==> src/design/mppf_pkg.sv <==
package mppf_pkg;

  // request kinds on the input channel
  localparam logic [1:0] KIND_PAT_BYTE = 2'd0;
  localparam logic [1:0] KIND_PAT_LEN  = 2'd1;
  localparam logic [1:0] KIND_TEXT     = 2'd2;
  localparam logic [1:0] KIND_CLEAR    = 2'd3;

  // configuration register indexes
  localparam logic [1:0] CFG_PREFIX_LENGTH = 2'd0;
  localparam logic [1:0] CFG_PATTERN_COUNT = 2'd1;

  typedef struct packed {
    logic [1:0] kind;
    logic [5:0] pattern_index;
    logic [3:0] byte_position;
    logic [7:0] value;
    logic       last;
  } mppf_in_t;

  typedef struct packed {
    logic        found;
    logic [5:0]  matched_pattern;
    logic [31:0] match_start;
    logic [31:0] match_end;
  } mppf_out_t;

  // pattern store write controls
  typedef struct packed {
    logic       byte_we;
    logic       len_we;
    logic       clear;
    logic [5:0] pidx;
    logic [3:0] bpos;
    logic [7:0] value;
  } mppf_wr_t;

  // nibble mask build controls (pos covers up to four prefix positions)
  typedef struct packed {
    logic       clear;
    logic       set;
    logic [1:0] pos;
    logic [7:0] data;
  } mppf_mask_ctl_t;

endpackage

==> src/design/mppf_nibble_filter.sv <==
module mppf_nibble_filter import mppf_pkg::*; #(
  parameter int NUM_BUCKETS = 8,
  parameter int MAX_PREFIX  = 4
) (
  input  logic                   clk,
  input  logic                   rst,
  input  mppf_mask_ctl_t         ctl,
  input  logic [NUM_BUCKETS-1:0] bucket,
  input  logic [7:0]             look,
  output logic [NUM_BUCKETS-1:0] hit [MAX_PREFIX]
);

  logic [NUM_BUCKETS-1:0] lo_mask [MAX_PREFIX][16];
  logic [NUM_BUCKETS-1:0] hi_mask [MAX_PREFIX][16];

  always_ff @(posedge clk) begin
    if (rst || ctl.clear) begin
      for (int i = 0; i < MAX_PREFIX; i++) begin
        for (int n = 0; n < 16; n++) begin
          lo_mask[i][n] <= '0;
          hi_mask[i][n] <= '0;
        end
      end
    end else if (ctl.set) begin
      for (int i = 0; i < MAX_PREFIX; i++) begin
        if (ctl.pos == 2'(i)) begin
          lo_mask[i][ctl.data[3:0]] <= lo_mask[i][ctl.data[3:0]] | bucket;
          hi_mask[i][ctl.data[7:4]] <= hi_mask[i][ctl.data[7:4]] | bucket;
        end
      end
    end
  end

  always_comb begin
    for (int i = 0; i < MAX_PREFIX; i++) begin
      hit[i] = lo_mask[i][look[3:0]] & hi_mask[i][look[7:4]];
    end
  end

endmodule

==> config.mk <==
export PLATFORM = sky130hd
export DESIGN_NAME = mppf_nibble_filter
export DESIGN_NICKNAME = d
export VERILOG_FILES = /design/src/design/mppf_pkg.sv /design/src/design/mppf_nibble_filter.sv
export SDC_FILE = /design/constraint.sdc
export NUM_CORES = 2
export LEC_CHECK = 0
export BUFFER_PORTS_ARGS = -buffer_cell sky130_fd_sc_hd__buf_2
export CAP_MARGIN = 20
export CORE_AREA = 5 5 469 471
export DETAILED_ROUTE_END_ITERATION = 7
export DIE_AREA = 0 0 474 476
export PLACE_DENSITY = 0.34
export SLEW_MARGIN = 20
export SYNTH_ARGS = -nofsm -noshare
export SYNTH_HDL_FRONTEND = slang
export SYNTH_SLANG_ARGS = --single-unit
==> constraint.sdc <==
create_clock -name clk -period 3.2 [get_ports clk]
set_clock_uncertainty 0.2 [all_clocks]
set_input_delay 0 -clock clk [delete_from_list [all_inputs] [get_ports clk]]
set_output_delay 0 -clock clk [all_outputs]
set_load 0.1 [all_outputs]
-- Yosys cells after proc, flatten, opt, wreduce, memory -nomap -nowiden
Memory sizes are Yosys's and may differ from the RTL's.
Index checks and enable logic that the tools add are counted.
- bits in registers: 0
- RAM bits: 1024
- input port bits: 30
- memories kept: 2
- order comparisons: 6
- equality and inequality tests: 3
- muxes and demuxes: 1098
- bitwise logic cells: 1040
- reduce and logical (&&, ||, !) cells: 4
- memory list (memory ; words ; bits a word ; read ports ; clocked after Yosys merged registers in ; write ports ; RTL line ; text):
    hi_mask ; 4 ; 128 ; 4 ; 0 ; 4 ; mppf_nibble_filter.sv:14 ; logic [NUM_BUCKETS-1:0] hi_mask [MAX_PREFIX][16];
    lo_mask ; 4 ; 128 ; 4 ; 0 ; 4 ; mppf_nibble_filter.sv:13 ; logic [NUM_BUCKETS-1:0] lo_mask [MAX_PREFIX][16];
- operator list (cell ; count):
    $mux W1 ; 1038
    $mux W128 ; 8
    $or A1 B1 Y1 ; 1024
    $bmux W8 S4 ; 16
    $mux W8 ; 34
    $demux W8 S4 ; 2
    $or A8 B8 Y8 ; 8
    $and A8 B8 Y8 ; 4
    $ge A5 B5 Y1 const B ; 4
    $not A4 Y5 ; 4
    $lt A5 B1 Y1 const B ; 2
    $eq A2 B2 Y1 const B ; 2
    $eq A2 B1 Y1 const B ; 1
    $logic_and A1 B1 Y1 ; 2
    $logic_not A2 Y1 ; 1
    $logic_or A1 B1 Y1 ; 1

-- Longest topological paths before layout
- depth in word-level cells: 7
- depth in mapped cells: 11
- gate-level depth less buffers: 4

-- Least setup slack after synthesis
Ideal clock, no wire load.
- path type: input to output
- from: input port look[5]
- to: output port hit[0] (netlist bit)
- data arrival time: 3.469 ns
- path slack: -0.469 ns
- stages on the path: 6
- path through: buf_2 > buf_2 > buf_1 > mux4_2 > mux2i_1 > a211oi_1
- RTL lines (what ; RTL line ; text):
    from (decl) ; mppf_nibble_filter.sv:9 ; input logic [7:0] look,
    to (decl) ; mppf_nibble_filter.sv:10 ; output logic [NUM_BUCKETS-1:0] hit [MAX_PREFIX]

==> metrics <==
total instance count after detailed placement=6936; post-route design area=61400 um2; CTS tree=done; ant diodes=0; via count of the first global-routing pass=36900; latest clock arrival within the worst-skew pair=770 ps; maximum number of pins on one net before global-route repair=240; Crit Path Class=reg -> out; Clk network pwr share=45.7%; number of buffers created by CTS=132; post-synthesis sequential element count=1024; met2 track demand over resource in global routing=28.2%; placed inst area=56800 um2; Synthesis Warnings=0; Min-Delay Path Class=in -> reg; Die X=474 um; total vias in the final route=36600; 1st-pass router iterations=5; Worst-path clk slew=50 ps; Synth area leaders=sky130_fd_sc_hd__edfxtp_1 (31%), sky130_fd_sc_hd__dfxtp_1 (19%), sky130_fd_sc_hd__mux4_2 (18%); arrival time of the worst setup path=2920 ps; synthesized net count=4067; share of total power consumed by net switching=25.6%; run status=finished, final reports clean; # setup viols final=0; crit share post-route=97.4%; unrepaired setup endpoints after global routing=false; post-synthesis instance total=4037; total standard cell area after synthesis=51300 um2; Power Total=32.3 mW; Worst EP required=3000 ps; GRT overflow=0; proportion of power drawn by flip-flops and latches=44.4%; count of antenna-violating nets left after detailed routing=0; Chip Height=476 um; count of pins on the block boundary=62; count of cell types in the netlist=56; fraction of post-synthesis cell area in the top cell type by area=30.9%; number of antenna violations at the first check in global routing=6; critical path launch point type=flip-flop; number of vias per cell=5.09; DRC Markers=0; met3 Use GR=2.45%; leakage component of the power=21.9 nW; Post-synth EDFFs=528; count of standard-cell rows=171; share of synthesized area occupied by flip-flops and latches=50.2%; fin crit period=3120 ps; Core Footprint=216000 um2; GP Congestion=0.753; total power density per cell area=526 nW/um2; max-cap violations=0; violation count after the first detailed-route iteration=2899; Post-Route WL=199000 um; main flop type after synthesis=sky130_fd_sc_hd__edfxtp_1; r2r worst-path depth=5; Post CTS Setup Buffer Count=0; layer with the highest usage=met2; depth of the worst hold-timing path=4; final slew viol count=0; relative slew slack=9.27%; number of buffer cells added on primary ports=61; Max Clk Rate=321 MHz; Setup TNS=0 ps; worst hold margin=51.8 ps; library cell with the largest summed area after synthesis=sky130_fd_sc_hd__edfxtp_1; root buffer cell=sky130_fd_sc_hd__clkbuf_16; worst-path fanout max=2; met1 Track Usage GR=24.7%; category of the worst setup path capture point=output pin; number of standard cells in the layout, taps in and fillers out=7196; leading cell types by count after synthesis=sky130_fd_sc_hd__o21ai_0 (530), sky130_fd_sc_hd__edfxtp_1 (528), sky130_fd_sc_hd__dfxtp_1 (496); part of the power in combinational logic=9.9%; Post-DP HPWL=131000 um; full die area=226000 um2; starting utilization of the core area=23.8%; Mean Syn Cell Area=12.7 um2; reported net switching power=8.26 mW; Least-Margin Pin Slew=1360 ps; Final Hold Vio Count=0; first-pass GRT wire length=284000 um; share of flip-flops with an asynchronous set or reset=0%; Clock Sinks=1024; signed area change from the synthesized netlist to the final layout=19.6%; number of nets in the layout=4269; total track usage=17.4%; average wire per cell in the routed design=27.7 um; clock buffer depth=3; Clock H-tree levels=4; Internal Dissipation=24.0 mW; dominant cell by count in the synthesized netlist=sky130_fd_sc_hd__o21ai_0; layout cell share with drive strength beyond 1=29.5%; Peak supply drop=333 uV
-- worst max-delay path, stage by stage, from the launching register on --
cell,delay (ps)
sky130_fd_sc_hd__edfxtp_1,400
sky130_fd_sc_hd__mux4_2,470
sky130_fd_sc_hd__a22o_1,260
sky130_fd_sc_hd__a221oi_2,340
sky130_fd_sc_hd__buf_4,220
sky130_fd_sc_hd__a211oi_2,80
sky130_fd_sc_hd__buf_2,360
-- state kept, by name, summed over array words and instances, names as in the netlist --
signal and count:
lo_mask 512, hi_mask 512
-- power groups by stage --
stage | sequential [mW] | combinational, mW | clock [mW]
global placement | 14.6 | 3.24 | 0
floorplan | 14.6 | 1.93 | 0
detailed placement | 14.6 | 3.22 | 0
finish | 14.4 | 3.20 | 14.8
global route | 14.4 | 3.37 | 15.7
CTS | 14.4 | 3.26 | 15.2
-- per-layer routing --
layer  part of all wire (%)  vias up
li1                       -    16500
met1                     47    19000
met2                     47      902
met3                    4.3      231
met4                    1.9        2
met5                 0.0065        -
-- worst paths after layout --
kind	startpoint	to	slack, ps
worst max-delay path	lo_mask[1][53]	hit[21]	80
worst min-delay path	bucket[4]	lo_mask[2][100]	50
worst max register to register	lo_mask[3][11]	lo_mask[3][91]	710
worst min register to register	lo_mask[2][31]	lo_mask[2][31]	360
-- cells in the final DEF (no fill, tap or decap), drive strengths merged, types with 69 or more instances in the layout --
cell / netlist / routed
a211oi: 77 / 77
buf: 223 / 440
dfxtp: 496 / 496
a21oi: 450 / 450
a31oi: 88 / 88
o21ai: 530 / 530
mux2i: 255 / 255
nor3: 94 / 94
mux4: 404 / 404
o22ai: 69 / 69
edfxtp: 528 / 528
nor2: 265 / 265
clkbuf: 172 / 190
-- per-stage QoR --
stage / setup slack (ps) / util (%)
CTS: 4.31 / 28.4
finish: 83.3 / 28.5
global placement: 361 / 26.4
floorplan: 484 / -
detailed placement: 364 / 26.4
global route: 8.24 / 28.5
-- what timing repair did --
action,CTS,global route
endpoints found under the setup margin,6,2
hold buffers,23,0
gates resized for setup,7,3
hold endpoints to repair,742,0
-- cells by family (layout without fill, tap and decap cells) --
| kind of cell | Yosys count | count (layout) | synth area share, % |
|---|---|---|---|
| AOI/OAI and AO/OA | 1348 | 1348 | 15.2 |
| DFF | 1024 | 1024 | 50.2 |
| muxes | 685 | 685 | 23.3 |
| and+or+nand+nor | 576 | 576 | 7.08 |
| buffers and inverters | 404 | 709 | 4.18 |
-- cell type report --
| cell class | count | area (um2) |
|---|---|---|
| Tap cell | 2854 | 3570 |
| Fill cell | 22000 | 154000 |
| Clock buffer | 190 | 3830 |
| Multi-Input combinational cell | 2609 | 23900 |
| Sequential cell | 1024 | 25800 |
| Timing Repair Buffer | 463 | 3890 |
| Inverter | 9 | 33.8 |
| Clock inverter | 47 | 413 |
No activity file was read; power rests on OpenSTA's default activity.
